===== src/blk2s_pkg.sv =====
// shared types, constants and tables of the blake2s engine
package blk2s_pkg;

    localparam int BLOCK_BYTES  = 64;
    localparam int DIGEST_BYTES = 32;
    localparam int KEY_BYTES    = 32;
    localparam int ROUNDS       = 10;
    localparam int STEPS        = ROUNDS * 4;
    localparam int STEP_W       = $clog2(STEPS);

    localparam logic [31:0] PARAM_BASE = 32'h0101_0000;

    localparam logic [31:0] IV [0:7] = '{
        32'h6A09E667, 32'hBB67AE85, 32'h3C6EF372, 32'hA54FF53A,
        32'h510E527F, 32'h9B05688C, 32'h1F83D9AB, 32'h5BE0CD19
    };

    localparam logic [3:0] SIGMA [0:ROUNDS-1][0:15] = '{
        '{4'd0, 4'd1, 4'd2, 4'd3, 4'd4, 4'd5, 4'd6, 4'd7,
          4'd8, 4'd9, 4'd10, 4'd11, 4'd12, 4'd13, 4'd14, 4'd15},
        '{4'd14, 4'd10, 4'd4, 4'd8, 4'd9, 4'd15, 4'd13, 4'd6,
          4'd1, 4'd12, 4'd0, 4'd2, 4'd11, 4'd7, 4'd5, 4'd3},
        '{4'd11, 4'd8, 4'd12, 4'd0, 4'd5, 4'd2, 4'd15, 4'd13,
          4'd10, 4'd14, 4'd3, 4'd6, 4'd7, 4'd1, 4'd9, 4'd4},
        '{4'd7, 4'd9, 4'd3, 4'd1, 4'd13, 4'd12, 4'd11, 4'd14,
          4'd2, 4'd6, 4'd5, 4'd10, 4'd4, 4'd0, 4'd15, 4'd8},
        '{4'd9, 4'd0, 4'd5, 4'd7, 4'd2, 4'd4, 4'd10, 4'd15,
          4'd14, 4'd1, 4'd11, 4'd12, 4'd6, 4'd8, 4'd3, 4'd13},
        '{4'd2, 4'd12, 4'd6, 4'd10, 4'd0, 4'd11, 4'd8, 4'd3,
          4'd4, 4'd13, 4'd7, 4'd5, 4'd15, 4'd14, 4'd1, 4'd9},
        '{4'd12, 4'd5, 4'd1, 4'd15, 4'd14, 4'd13, 4'd4, 4'd10,
          4'd0, 4'd7, 4'd6, 4'd3, 4'd9, 4'd2, 4'd8, 4'd11},
        '{4'd13, 4'd11, 4'd7, 4'd14, 4'd12, 4'd1, 4'd3, 4'd9,
          4'd5, 4'd0, 4'd15, 4'd4, 4'd8, 4'd6, 4'd2, 4'd10},
        '{4'd6, 4'd15, 4'd14, 4'd9, 4'd11, 4'd3, 4'd0, 4'd8,
          4'd12, 4'd2, 4'd13, 4'd7, 4'd1, 4'd4, 4'd10, 4'd5},
        '{4'd10, 4'd2, 4'd8, 4'd4, 4'd7, 4'd6, 4'd1, 4'd5,
          4'd15, 4'd11, 4'd9, 4'd14, 4'd3, 4'd12, 4'd13, 4'd0}
    };

    typedef struct packed {
        logic [31:0] data_word;
        logic [2:0]  byte_count;
        logic        last_word;
    } in_item_t;

    typedef struct packed {
        logic [31:0] digest_word;
        logic [2:0]  word_bytes;
        logic        last_result;
    } out_item_t;

    typedef struct packed {
        logic [5:0]   digest_length;
        logic [5:0]   key_length;
        logic [255:0] key;
    } cfg_t;

    typedef enum logic [3:0] {
        OP_NONE,
        OP_INIT,
        OP_LOAD,
        OP_PUT,
        OP_CSTART,
        OP_FSTART,
        OP_ROUND,
        OP_CFIN,
        OP_EMIT
    } dp_op_t;

    typedef struct packed {
        dp_op_t     op;
        logic [3:0] rnd;
        logic       diag;
        logic       phase;
        logic [2:0] idx;
    } dp_cmd_t;

    typedef struct packed {
        logic fill_full;
        logic cnt_zero;
        logic last_item;
        logic emit_last;
    } dp_stat_t;

    typedef enum logic [2:0] {
        REG_DIGEST_LEN = 3'd0,
        REG_KEY_LEN    = 3'd1,
        REG_KEY_0      = 3'd2,
        REG_KEY_1      = 3'd3,
        REG_KEY_2      = 3'd4,
        REG_KEY_3      = 3'd5
    } reg_idx_t;

    function automatic logic [3:0] sigma(input logic [3:0] r, input logic [3:0] k);
        logic [3:0] s;
        s = '0;
        if (r < 4'(ROUNDS))
        begin
            s = SIGMA[r][k];
        end
        return s;
    endfunction

    function automatic logic [31:0] rotr(input logic [31:0] v, input int n);
        return (v >> n) | (v << (32 - n));
    endfunction

endpackage


===== src/blk2s_ctrl.sv =====
// blake2s controller: item intake, byte loading, round sequencing and digest output
module blk2s_ctrl
    import blk2s_pkg::*;
(
    input  logic     clk,
    input  logic     rst_n,
    input  logic     in_valid,
    output logic     in_stall,
    output logic     out_valid,
    input  logic     out_stall,
    input  dp_stat_t stat,
    output dp_cmd_t  cmd
);

    typedef enum logic [5:0] {
        S_IDLE  = 6'b000001,
        S_INIT  = 6'b000010,
        S_BYTE  = 6'b000100,
        S_ROUND = 6'b001000,
        S_FEED  = 6'b010000,
        S_EMIT  = 6'b100000
    } state_t;

    state_t            state_reg, state_next;
    logic [STEP_W-1:0] step_reg, step_next;
    logic [2:0]        idx_reg, idx_next;
    logic              final_reg, final_next;
    logic              in_msg_reg, in_msg_next;
    logic              ovalid_reg, ovalid_next;
    logic              slot_free;

    assign in_stall  = (state_reg != S_IDLE);
    assign out_valid = ovalid_reg;
    assign slot_free = !ovalid_reg || !out_stall;

    always_comb
    begin
        state_next  = state_reg;
        step_next   = step_reg;
        idx_next    = idx_reg;
        final_next  = final_reg;
        in_msg_next = in_msg_reg;
        ovalid_next = ovalid_reg && out_stall;
        cmd.op      = OP_NONE;
        cmd.rnd     = 4'(step_reg >> 2);
        cmd.diag    = step_reg[1];
        cmd.phase   = step_reg[0];
        cmd.idx     = idx_reg;
        case (state_reg)
            S_IDLE:
            begin
                if (in_valid)
                begin
                    cmd.op      = OP_LOAD;
                    in_msg_next = 1'b1;
                    state_next  = in_msg_reg ? S_BYTE : S_INIT;
                end
            end
            S_INIT:
            begin
                cmd.op     = OP_INIT;
                state_next = S_BYTE;
            end
            S_BYTE:
            begin
                step_next = '0;
                if (stat.cnt_zero)
                begin
                    if (stat.last_item)
                    begin
                        cmd.op     = OP_FSTART;
                        final_next = 1'b1;
                        state_next = S_ROUND;
                    end
                    else
                    begin
                        state_next = S_IDLE;
                    end
                end
                else if (stat.fill_full)
                begin
                    // more bytes follow a full block: compress it first
                    cmd.op     = OP_CSTART;
                    final_next = 1'b0;
                    state_next = S_ROUND;
                end
                else
                begin
                    cmd.op = OP_PUT;
                end
            end
            S_ROUND:
            begin
                cmd.op    = OP_ROUND;
                step_next = step_reg + 1'b1;
                if (step_reg == STEP_W'(STEPS - 1))
                    state_next = S_FEED;
            end
            S_FEED:
            begin
                cmd.op   = OP_CFIN;
                idx_next = '0;
                state_next = final_reg ? S_EMIT : S_BYTE;
            end
            S_EMIT:
            begin
                if (slot_free)
                begin
                    cmd.op      = OP_EMIT;
                    ovalid_next = 1'b1;
                    idx_next    = idx_reg + 3'd1;
                    if (stat.emit_last)
                    begin
                        in_msg_next = 1'b0;
                        state_next  = S_IDLE;
                    end
                end
            end
            default:
            begin
                state_next = S_IDLE;
            end
        endcase
    end

    always_ff @(posedge clk or negedge rst_n)
    begin
        if (!rst_n)
        begin
            state_reg  <= S_IDLE;
            step_reg   <= '0;
            idx_reg    <= '0;
            final_reg  <= 1'b0;
            in_msg_reg <= 1'b0;
            ovalid_reg <= 1'b0;
        end
        else
        begin
            state_reg  <= state_next;
            step_reg   <= step_next;
            idx_reg    <= idx_next;
            final_reg  <= final_next;
            in_msg_reg <= in_msg_next;
            ovalid_reg <= ovalid_next;
        end
    end

endmodule


===== config.mk =====
export PLATFORM = sky130hd
export DESIGN_NAME = blk2s_ctrl
export DESIGN_NICKNAME = d
export VERILOG_FILES = /design/src/blk2s_pkg.sv /design/src/blk2s_ctrl.sv
export SDC_FILE = /design/constraint.sdc
export NUM_CORES = 1
export LEC_CHECK = 0
export BUFFER_PORTS_ARGS = -buffer_cell sky130_fd_sc_hd__clkbuf_2
export CELL_PAD_IN_SITES_DETAIL_PLACEMENT = 0
export CELL_PAD_IN_SITES_GLOBAL_PLACEMENT = 1
export CORE_ASPECT_RATIO = 1.25
export CORE_MARGIN = 2
export CORE_UTILIZATION = 36
export DETAILED_ROUTE_END_ITERATION = 6
export MAX_ROUTING_LAYER = met4
export PLACE_DENSITY = 0.76
export SYNTH_ARGS = -nofsm -noshare
export SYNTH_HDL_FRONTEND = slang
export SYNTH_SLANG_ARGS = --single-unit

===== constraint.sdc =====
create_clock -name clk -period 1.6 [get_ports clk]
set_input_delay 0.08 -clock clk [delete_from_list [all_inputs] [get_ports clk]]
set_output_delay 0.08 -clock clk [all_outputs]
set_load 0.01 [all_outputs]

Word level (Yosys, flattened, before mapping)
Index checks and enable logic that the tools add are counted.

storage, ports and cells
  bits in registers = 18
  input bits = 8
  output and inout port bits = 15
  word-level logic and storage cells = 62

cells by class
  add/subtract/negate cells = 2
  equal/unequal tests = 14
  multiplexer cells = 28
  reduce and logical (&&, ||, !) cells = 12

operator list
  operator                                                                count
  6-bit 2-to-1 mux                                                        7
  6-bit case mux with 6 select lines                                      1
  4-bit case mux with 6 select lines                                      1
  6-bit equality test (second input constant)                             2
  3-bit 2-to-1 mux                                                        4
  4-bit 2-to-1 mux                                                        3
  6-bit case mux with 2 select lines                                      1
  2-bit != test (second input constant)                                   5
  1-bit 2-to-1 mux                                                        8
  2-bit nonzero test                                                      4
  6-bit by 1-bit adder with 6-bit output (second input constant)          1
  6-bit by 1-bit equality test with 1-bit output (second input constant)  1
  6-bit by 2-bit equality test with 1-bit output (second input constant)  1
  6-bit by 3-bit equality test with 1-bit output (second input constant)  1
  6-bit by 4-bit equality test with 1-bit output (second input constant)  1
  6-bit by 5-bit equality test with 1-bit output (second input constant)  1
  6-bit by 1-bit != test with 1-bit output (second input constant)        1
  3-bit case mux with 2 select lines                                      1
  5-bit AND reduction                                                     1
  4-bit AND reduction                                                     1
  3-bit by 1-bit adder with 3-bit output (second input constant)          1
  3-bit != test (second input constant)                                   1
  3-bit AND reduction                                                     1
  1-bit logical NOT                                                       2
  5 further kinds                                                         5

Longest topological paths before layout
Gate-level depths: netlist (run 1).

  depth in word-level cells = 4
  mapped depth = 6
  depth with buffers taken out = 5

Worst setup path before layout (run 1)
No wires, ideal clock.

  kind = register to register
  from = reg state_reg[1]
  to = reg step_reg[4]
  setup time = 119 ps
  data arrival time = 1,568 ps
  required time = 1,481 ps
  slack = -87 ps
  stages on the path, launching flop included = 7
  buffers on the path = 2
  clock period less this slack = 1,687 ps
  cells stage by stage = dfrtp_1 or4_1 buf_6 or2_0 buf_6 nand3_1 o21ai_2

on the way
  cells in the longest elaborated chain, start to end = 2
  elaborated cells between the ends (all ways) = 4
  classes of those cells = eq/ne (2); mux (1); reduce/logical (1)

RTL lines
  what                                                                                                              RTL line           source
  start, declared                                                                                                   blk2s_ctrl.sv:24   state_t state_reg, state_next;
  start signal, assigned                                                                                            blk2s_ctrl.sv:139  state_reg <= state_next;
  6-bit by 4-bit equality test with 1-bit output or 6-bit by 3-bit equality test with 1-bit output (tied branches)  blk2s_ctrl.sv:49   case (state_reg)
  6-bit case mux with 2 select lines or 2-bit nonzero test (tied branches)                                          -
  end signal, assigned                                                                                              blk2s_ctrl.sv:140  step_reg <= step_next;
  end, declared                                                                                                     blk2s_ctrl.sv:25   logic [STEP_W-1:0] step_reg, step_next;

Parallel ways exist; a longest one is shown, timed or not.
A chain may end at the register's enable or synchronous reset.

==> flow_metrics.py, run 1 <==
metrics = {
    "die": {
        "die_y_um": 65.5,
        "ios": 23,
        "core_area_sq_mm": 0.00292,
        "rows": 22,
        "die_w_um": 53.2,
        "die_area_sq_mm": 0.00348,
        "initial_core_util_pct": 37.3,
    },
    "layout": {
        "drive_gt1_share_pct": 49.7,
        "insertedDiodeCount": 0,
        "final_nets": 184,
        "post-route-util_pct": 55.5,
        "fin_area_sq_mm": 0.00162,
        "syn_to_final_growth_pct": 48.7,
        "fillCellCount": 275,
    },
    "worst_setup_path": {
        "crit_fanout": 3,
        "cp-startpoint": "state_reg[0]",
        "crit_arrival_ns": 1.73,
        "worstReg2RegStart": "state_reg[1]",
        "worstPathRequired_ns": 1.52,
        "ff2ff_setup_slack_ns": -0.07,
        "timing.rr.end": "state_reg[0]",
        "timing.reg2reg.worst_path_depth": 6,
        "crit_type": "flop to primary output",
        "start_kind": "flop",
        "cp-end-kind": "primary output",
    },
    "sta": {
        "drv_slew": 0,
        "setup_violations": 8,
        "final_hold_viol_count": 0,
        "period_minus_slack_ns": 1.81,
        "finalWorstSetupSlack_ns": -0.212,
        "clock_skew_ns": 0.00234,
        "worst_pin_slew_ns": 0.491,
        "slew_headroom_pct": 67.3,
        "rsz0062_at_grt": "yes",
        "max_freq_mhz": 552,
        "fin_crit_sh_pct": 113,
    },
    "placed_design": {
        "placed_cell_area_sq_mm": 0.00137,
        "portBuffers": 22,
        "place_hpwl_um": 2000,
        "gp_congestion": 0.765,
    },
    "drt": {
        "drt-total-wl_um": 2900,
        "drtIter0Drc": 30,
        "drc_errors": 0,
        "vias": 1080,
        "via_per_inst": 5.17,
        "wire_per_inst_um": 13.9,
        "antenna_left": 0,
        "firstDrtPassIters": 4,
    },
    "clock_network": {
        "htree_levels": 1,
        "clk_path_buf_depth": 2,
        "cts_tree": "yes",
        "cts_buffers": 3,
        "path_clk_slew_ns": 0.11,
        "cts_sinks": 18,
        "clock_tree.root_cell": "clkbuf_4",
        "clkLatencyLatePin_ns": 0.30,
    },
    "min_path": {
        "min_to": "out_valid",
        "holdPathStages": 3,
        "hp-class": "primary input to flop",
        "hp-start": "out_stall",
    },
    "logic_synthesis": {
        "synth_top_family_by_area": "simple AND/OR/NAND/NOR gates",
        "syn-cell-area_sq_mm": 0.00109,
        "netlist_instances": 120,
        "synth_edf_count": 0,
        "synthArstFlopShare_pct": 100,
        "synth_cell_type_count": 46,
        "synth-adder-area-share_pct": 2.30,
        "synthXorXnorAreaFrac_pct": 4.02,
        "synth-seq-cells": 18,
        "syn_avg_cell_area_sq_um": 9.07,
        "yosysSeqAreaShare_pct": 41.5,
        "yosys-mux-area-fraction_pct": 2.87,
        "syn_nets": 130,
        "synth_compound_gate_area_share_pct": 15.1,
        "synth-simple-area-share_pct": 29.3,
        "ys_warn_count": 0,
        "synth_ff_type": "dfrtp_1",
    },
    "grt": {
        "grt_pass1_vias": 1027,
        "grt_usage_pct": 19.1,
        "gr-total-overflow": 0,
        "antenna_found_initial": 0,
        "grt_pass1_wl_um": 4730,
        "grt_max_degree": 19,
    },
    "run_status": {
        "status": "complete, but fails checks",
        "violations": "setup timing",
    },
    "pwr": {
        "p_leak_nw": 0.787,
        "powerDensity_mw_per_mm2": 1340,
        "ir_drop_v": 0.000952,
    },
    "run": {
        "maxCapViolCount": 0,
    },
}
==> where the power goes <==
part,switching (mW),leakage [nW],internal (mW)
clock,0.156,0.0210,0.139
sequential,0.100,0.234,0.535
combinational,0.577,0.532,0.664
==> layout make-up <==
cell class	count	area [sq um]	share of cell area, %
inverter	5	18.8	1.16
multi-input combinational	92	691	42.7
sequential	18	454	28.1
timing repair buffer	54	374	23.1
clock buffer	4	36.3	2.24
tap	36	45.0	2.78
==> layer usage <==
layer | track usage (%) | up-vias | share of wire [%] | routed length, um
met5 | - | - | 0 | 0
met4 | 7.69 | 0 | 1.4 | 40
met3 | 3.18 | 6 | 3.5 | 102
met2 | 31.9 | 24 | 53 | 1530
met1 | 22.5 | 514 | 42 | 1230
li1 | - | 536 | - | -
==> synth_stat cells, drive strengths merged (2+ instances only) <==
cell type	count	area, sq um
a21oi	9	45.0
and3	2	12.5
buf	4	31.3
dfrtp	17	425
ha	2	25.0
inv	5	18.8
mux2i	2	20.0
nand2	10	37.5
nand3	13	65.1
nand4	2	12.5
nor2	10	37.5
nor2b	2	12.5
nor3	3	26.3
nor4b	2	23.8
o21ai	7	38.8
or2b	3	25.0
or3b	2	17.5
xnor2	3	26.3
xor2	2	17.5
==> placed cells by master (no fill, tap or decap), types with 3 or more instances in the layout <==
cell type	instances
a21oi_1	8
nand3_1	8
nor2_1	7
inv_1	5
clkbuf_4	3
clkbuf_2	19
nand2_1	8
o21ai_0	4
nand3_2	5
buf_6	5
dfrtp_1	15
buf_4	27
==> worst max-delay path by stage <==
stage,to,depth (start not counted)
CTS,cmd[10],4
global route,cmd[9],6
finish,cmd[10],4
floorplan,step_reg[4],6
global placement,cmd[11],7
detailed placement,step_reg[5],5
==> worst max-delay path, stage by stage, from the launching register on <==
cell	delay, ns
dfstp_2	0.39
or4_4	0.54
or2_4	0.27
nand4_1	0.10
buf_2	0.13
==> cells by family (layout without fill, tap and decap cells) <==
logic type                 count (synthesis)  in the layout
AOI/OAI and AO/OA                         26             26
xor gates and xnor gates                   5              5
adders and majority gates                  2              2
buffers and inverters                     10             63
DFF                                       18             18
muxes                                      3              3
and+or+nand+nor                           56             56
==> timing repair <==
action	4_1_cts	5_1_grt
endpoints found under the setup margin	13	13
hold endpoints to repair	17	0
setup buffers	5	6
hold buffers	1	0
pin swaps	1	9
gates resized for setup	16	18
==> metrics by stage <==
step	hold WS (ns)	std cells	TNS, ns	worst slack (ns)	total power, mW
final	0.0469	209	-0.919	-0.212	2.17
after CTS	0.0392	204	-0.951	-0.219	2.01
after global placement	0.0543	194	-0.0775	-0.0414	1.57
after global routing	0.0463	209	-2.18	-0.323	2.34
after detailed placement	0.0634	194	-0.145	-0.0482	1.58
after floorplan	-0.216	120	-0.0494	-0.0293	1.17
No activity file was read; power rests on OpenSTA's default activity.
==> run 2, diff against run 1 <==
==> constraint.sdc (replaced) <==
create_clock -name clk -period 1.5 [get_ports clk]
set_input_delay 0.075 -clock clk [delete_from_list [all_inputs] [get_ports clk]]
set_output_delay 0.075 -clock clk [all_outputs]
set_load 0.01 [all_outputs]
==> run 2 against run 1 <==
The flow still finishes with violations (setup timing). Die area unchanged. Worst hold slack improved by 0.0072 ns. Flip-flop and latch count unchanged. Via count increased by 6.8%. Sequential share of layout area decreased by 1.1 points. Wire length increased by 9.7%. Clock power decreased by 10%. Non-clock buffer count increased by 8. First-iteration DRC count decreased by 3.3%. Global-route usage increased by 2.0 points. Combinational power increased by 24%.
==> flow_metrics.py, run 2 (synthesized netlist as in run 1, its figures left out) <==
metrics = {
    "run_status": {
        "status": "complete, but fails checks",
        "violations": "setup timing",
    },
    "sta": {
        "fin_crit_sh_pct": 122,
        "slew_headroom_pct": 68.2,
        "period_minus_slack_ns": 1.83,
        "worst_pin_slew_ns": 0.478,
        "rsz0062_at_grt": "yes",
        "fin_tns_setup_ns": -2.79,
        "drv_slew": 0,
        "final_hold_viol_count": 0,
        "finalWorstSetupSlack_ns": -0.325,
        "clock_skew_ns": 0.00978,
        "setup_violations": 18,
        "max_freq_mhz": 548,
    },
    "placed_design": {
        "portBuffers": 22,
        "dpl_worst_slack_ns": -0.190,
        "gp_congestion": 0.805,
        "place_hpwl_um": 2190,
    },
    "drt": {
        "via_per_inst": 5.31,
        "drc_errors": 0,
        "wire_per_inst_um": 14.7,
        "vias": 1153,
        "firstDrtPassIters": 4,
        "highest_layer": "met4",
        "antenna_left": 0,
        "wirelength_met1_um": 1270,
        "drtIter0Drc": 29,
        "dr_wl_met2_um": 1700,
        "drt-total-wl_um": 3180,
        "met3_length_um": 120,
    },
    "pwr": {
        "powerDensity_mw_per_mm2": 1460,
        "p_leak_nw": 0.819,
        "p_total_mw": 2.46,
        "ir_drop_v": 0.000774,
    },
    "grt": {
        "gr-total-overflow": 0,
        "grt_pass1_wl_um": 5210,
        "antenna_found_initial": 0,
        "grt_usage_pct": 21.1,
        "grt_max_degree": 19,
        "grt_pass1_vias": 1158,
    },
    "clock_network": {
        "clock_tree.root_cell": "clkbuf_4",
        "path_clk_slew_ns": 0.11,
        "htree_levels": 1,
        "cts_buffers": 3,
        "clkLatencyLatePin_ns": 0.30,
        "cts_tree": "yes",
        "cts_sinks": 18,
        "clk_path_buf_depth": 2,
    },
    "layout": {
        "final_nets": 192,
        "syn_to_final_growth_pct": 54.9,
        "final_common_cell": "buf_4",
        "multi_input_area_sq_um": 711,
        "fillCellCount": 274,
        "register_area_sq_um": 454,
        "drive_gt1_share_pct": 50.8,
        "post-route-util_pct": 57.8,
        "final_cell_mix": "buf_4 (34), clkbuf_2 (19), dfrtp_1 (15)",
        "insertedDiodeCount": 0,
    },
    "die": {
        "rows": 22,
        "ios": 23,
        "core_area_sq_mm": 0.00292,
        "die_y_um": 65.5,
        "die_area_sq_mm": 0.00348,
        "die_w_um": 53.2,
        "initial_core_util_pct": 37.3,
    },
    "run": {
        "maxCapViolCount": 0,
    },
    "worst_setup_path": {
        "crit_type": "flop to primary output",
        "crit_fanout": 4,
        "start_kind": "flop",
        "crit_arrival_ns": 1.75,
        "worstPathRequired_ns": 1.42,
        "cp-end-kind": "primary output",
    },
    "min_path": {
        "hp-class": "primary input to flop",
    },
}
==> run 2: final cells by class <==
class                   instances  share of cell area (%)
inverters                       5                    1.11
repair buffers                 62                    25.6
multi-input cells              92                    42.1
well taps                      36                    2.67
flip-flops and latches         18                    26.9
clock buffers                   4                    1.56
==> run 2: power by group <==
group | leakage (nW) | switching, mW | internal, mW
Clock | 0.0150 | 0.161 | 0.104
Combinational | 0.570 | 0.712 | 0.827
Sequential | 0.234 | 0.0839 | 0.571
Total | 0.819 | 0.957 | 1.50
==> run 2: critical path: stages, from the launching register on <==
cell and delay [ns]:
dfrtp_1 0.42, or4_4 0.55, or2_4 0.27, nand4_1 0.09, buf_2 0.13
==> run 2: stage by stage <==
step,cells,cell area [sq um],hold WS [ns]
after floorplan,120,1100,-0.221
after global placement,200,1430,0.0469
after detailed placement,200,1430,0.0604
after CTS,213,1610,0.0534
after global routing,217,1690,0.0775
final,217,1690,0.0541
==> run 2: final timing paths <==
kind	startpoint	end	slack [ns]	depth (start not counted)
min in group asynchronous	rst_n	state_reg[5]	0.25	2
max in group asynchronous	rst_n	state_reg[0]	0.90	2
min reg2reg	in_msg_reg	state_reg[1]	0.46	1
max	state_reg[4]	cmd[10]	-0.33	4
max reg2reg	state_reg[4]	state_reg[4]	-0.20	5
min	stat[2]	final_reg	0.05	3
==> run 2: repair_timing <==
item                                    in CTS  in global routing
endpoints found under the setup margin      17                 21
endpoints found under the hold margin       17                  0
pin swaps                                    3                  8
hold buffers                                 1                  0
buffers inserted                             8                  6
gates resized for setup                     20                 14
==> run 2: routing by layer <==
| metal | track usage [%] | vias to the layer above |
|---|---|---|
| li1 | - | 555 |
| met1 | 21.7 | 553 |
| met2 | 38.8 | 32 |
| met3 | 2.73 | 13 |
| met4 | 9.29 | 0 |
| met5 | - | - |
==> run 3, diff against run 2 <==
--- a/config.mk
+++ b/config.mk
@@ -6,7 +6,7 @@
 export NUM_CORES = 1
 export LEC_CHECK = 0
 export BUFFER_PORTS_ARGS = -buffer_cell sky130_fd_sc_hd__clkbuf_2
-export CELL_PAD_IN_SITES_DETAIL_PLACEMENT = 0
+export CELL_PAD_IN_SITES_DETAIL_PLACEMENT = 1
 export CELL_PAD_IN_SITES_GLOBAL_PLACEMENT = 1
 export CORE_ASPECT_RATIO = 1.25
 export CORE_MARGIN = 2
==> run 3 against run 2 <==
The flow still finishes with violations (setup timing). Critical path type unchanged. Highest routed layer unchanged. Total power is 3.4% higher. Clock power is 5% higher. Wire length is 35% higher. Worst setup slack worse by 0.024 ns. Global-route usage is 3.7 points higher. Register-to-register slack worse by 0.14 ns. Via count is 6.1% higher. Flip-flop and latch count stayed put. Non-clock buffer count is 4 higher. Largest power group unchanged. Combinational power is 4% higher. Critical path depth stayed put. Utilization is 3.3 points higher.
==> flow_metrics.py, run 3 (synthesized netlist as in run 1, its figures left out) <==
metrics = {
    "run_status": {
        "status": "complete, but fails checks",
        "violations": "setup timing",
    },
    "min_path": {
        "hp-start": "stat[1]",
        "hp-class": "primary input to flop",
    },
    "drt": {
        "firstDrtPassIters": 4,
        "vias": 1223,
        "drc_errors": 0,
        "wire_per_inst_um": 19.4,
        "via_per_inst": 5.53,
        "drtIter0Drc": 24,
        "drt-total-wl_um": 4290,
        "antenna_left": 0,
    },
    "pwr": {
        "p_sw_share_pct": 42.0,
        "powerDensity_mw_per_mm2": 1430,
        "seqPwrFrac_pct": 26.2,
        "p_comb_share_pct": 62.9,
        "intPower_mw": 1.47,
        "p_total_mw": 2.54,
        "p_leak_nw": 0.864,
        "switching_power_mw": 1.07,
        "power.share.clock_pct": 11.0,
        "ir_drop_v": 0.000822,
    },
    "sta": {
        "max_freq_mhz": 541,
        "setup_violations": 21,
        "rsz0062_at_grt": "yes",
        "finalWorstSetupSlack_ns": -0.350,
        "fin_crit_sh_pct": 123,
        "worst_pin_slew_ns": 0.609,
        "clock_skew_ns": 0.0113,
        "final_hold_viol_count": 0,
        "slew_headroom_pct": 59.0,
        "period_minus_slack_ns": 1.85,
        "drv_slew": 0,
        "fin_tns_setup_ns": -4.00,
    },
    "worst_setup_path": {
        "crit_path_cell_trace": "or4_4 > or2_4 > nand4_1 > buf_2",
        "crit_fanout": 3,
        "critPathBufInv": 1,
        "crit_type": "flop to primary output",
        "cp-startpoint": "state_reg[4]",
        "worstReg2RegStart": "state_reg[4]",
        "crit_arrival_ns": 1.77,
        "start_kind": "flop",
        "path_delay_family": "simple AND/OR/NAND/NOR gates",
        "worstPathRequired_ns": 1.42,
        "slowest_delay_ns": 0.55,
        "cp_slowest_cell": "or4_4",
        "cp-end-kind": "primary output",
    },
    "layout": {
        "final_common_cell": "buf_4",
        "drive_gt1_share_pct": 55.7,
        "multi_input_area_sq_um": 741,
        "register_area_sq_um": 454,
        "fillCellCount": 346,
        "final_cell_mix": "buf_4 (32), clkbuf_2 (18), dfrtp_1 (15)",
        "fin_area_sq_mm": 0.00178,
        "final_nets": 196,
        "syn_to_final_growth_pct": 63.7,
        "insertedDiodeCount": 0,
    },
    "die": {
        "core_area_sq_mm": 0.00292,
        "die_w_um": 53.2,
        "initial_core_util_pct": 37.3,
        "rows": 22,
        "die_y_um": 65.5,
        "die_area_sq_mm": 0.00348,
        "ios": 23,
    },
    "clock_network": {
        "htree_levels": 1,
        "clk_path_buf_depth": 2,
        "cts_sinks": 18,
        "clock_tree.root_cell": "clkbuf_4",
        "cts_buffers": 3,
        "cts_tree": "yes",
        "clkLatencyLatePin_ns": 0.31,
        "path_clk_slew_ns": 0.12,
    },
    "grt": {
        "gr-total-overflow": 0,
        "antenna_found_initial": 0,
        "grt_pass1_vias": 1285,
        "grt_usage_pct": 24.8,
        "grt_pass1_wl_um": 5990,
        "grt_max_degree": 19,
    },
    "placed_design": {
        "place_hpwl_um": 2600,
        "portBuffers": 22,
        "placed_cell_area_sq_mm": 0.00143,
        "gp_congestion": 0.805,
        "dpl_worst_slack_ns": -0.226,
    },
    "run": {
        "maxCapViolCount": 0,
    },
}
-- run 3: changes by cell type in the layout (fill, tap and decap cells not counted), sizes merged --
cell,delta
clkbuf,-1
buf,+5
-- run 3: per-stage QoR --
stage / hold WS [ns] / cells / utilization [%]
2_1_floorplan: -0.221 / 120 / -
3_3_place_gp: 0.0469 / 200 / 48.9
4_1_cts: 0.0719 / 216 / 57.0
5_1_grt: 0.0974 / 221 / 61.1
6_report: 0.0738 / 221 / 61.1
3_5_place_dp: 0.0673 / 200 / 48.9
-- run 3: final cells by class --
class,instances,area share [%]
flip-flops and latches,18,25.5
inverters,5,1.05
repair buffers,66,27.9
well taps,36,2.53
multi-input cells,92,41.6
clock buffers,4,1.47
-- run 3: power by group through the flow --
stage / Sequential [mW] / Clock, mW / Combinational [mW]
after detailed placement: 0.662 / 0 / 1.15
after floorplan: 0.663 / 0 / 0.596
final: 0.665 / 0.278 / 1.60
after global placement: 0.655 / 0 / 1.08
after global routing: 0.674 / 0.305 / 1.72
after CTS: 0.660 / 0.276 / 1.35
-- run 3: layer usage --
layer,share of wire (%),GRT usage (%)
met5,0,-
met4,2.0,9.62
met3,3.0,3.18
met2,57,47.3
met1,38,24.5
-- run 3: what timing repair did --
action | CTS | global route
resized for setup | 32 | 23
pin swaps | 9 | 8
hold buffers | 1 | 0
setup endpoints to repair | 17 | 22
buffers inserted | 11 | 6
hold endpoints to repair | 17 | 0
-- run 3: worst min-delay path: stages --
cell	delay, ns
clkbuf_2	0.13
a21oi_2	0.06
nor2_1	0.09
-- run 3: worst paths after layout --
kind                                 to  slack (ns)  cells after the start
setup reg to reg            step_reg[1]       -0.34                      7
max in group asynchronous  state_reg[2]        0.89                      2
setup / recovery                cmd[10]       -0.35                      4
min in group asynchronous   step_reg[1]        0.24                      2
hold / removal                final_reg        0.07                      3
hold reg to reg            state_reg[1]        0.46                      1
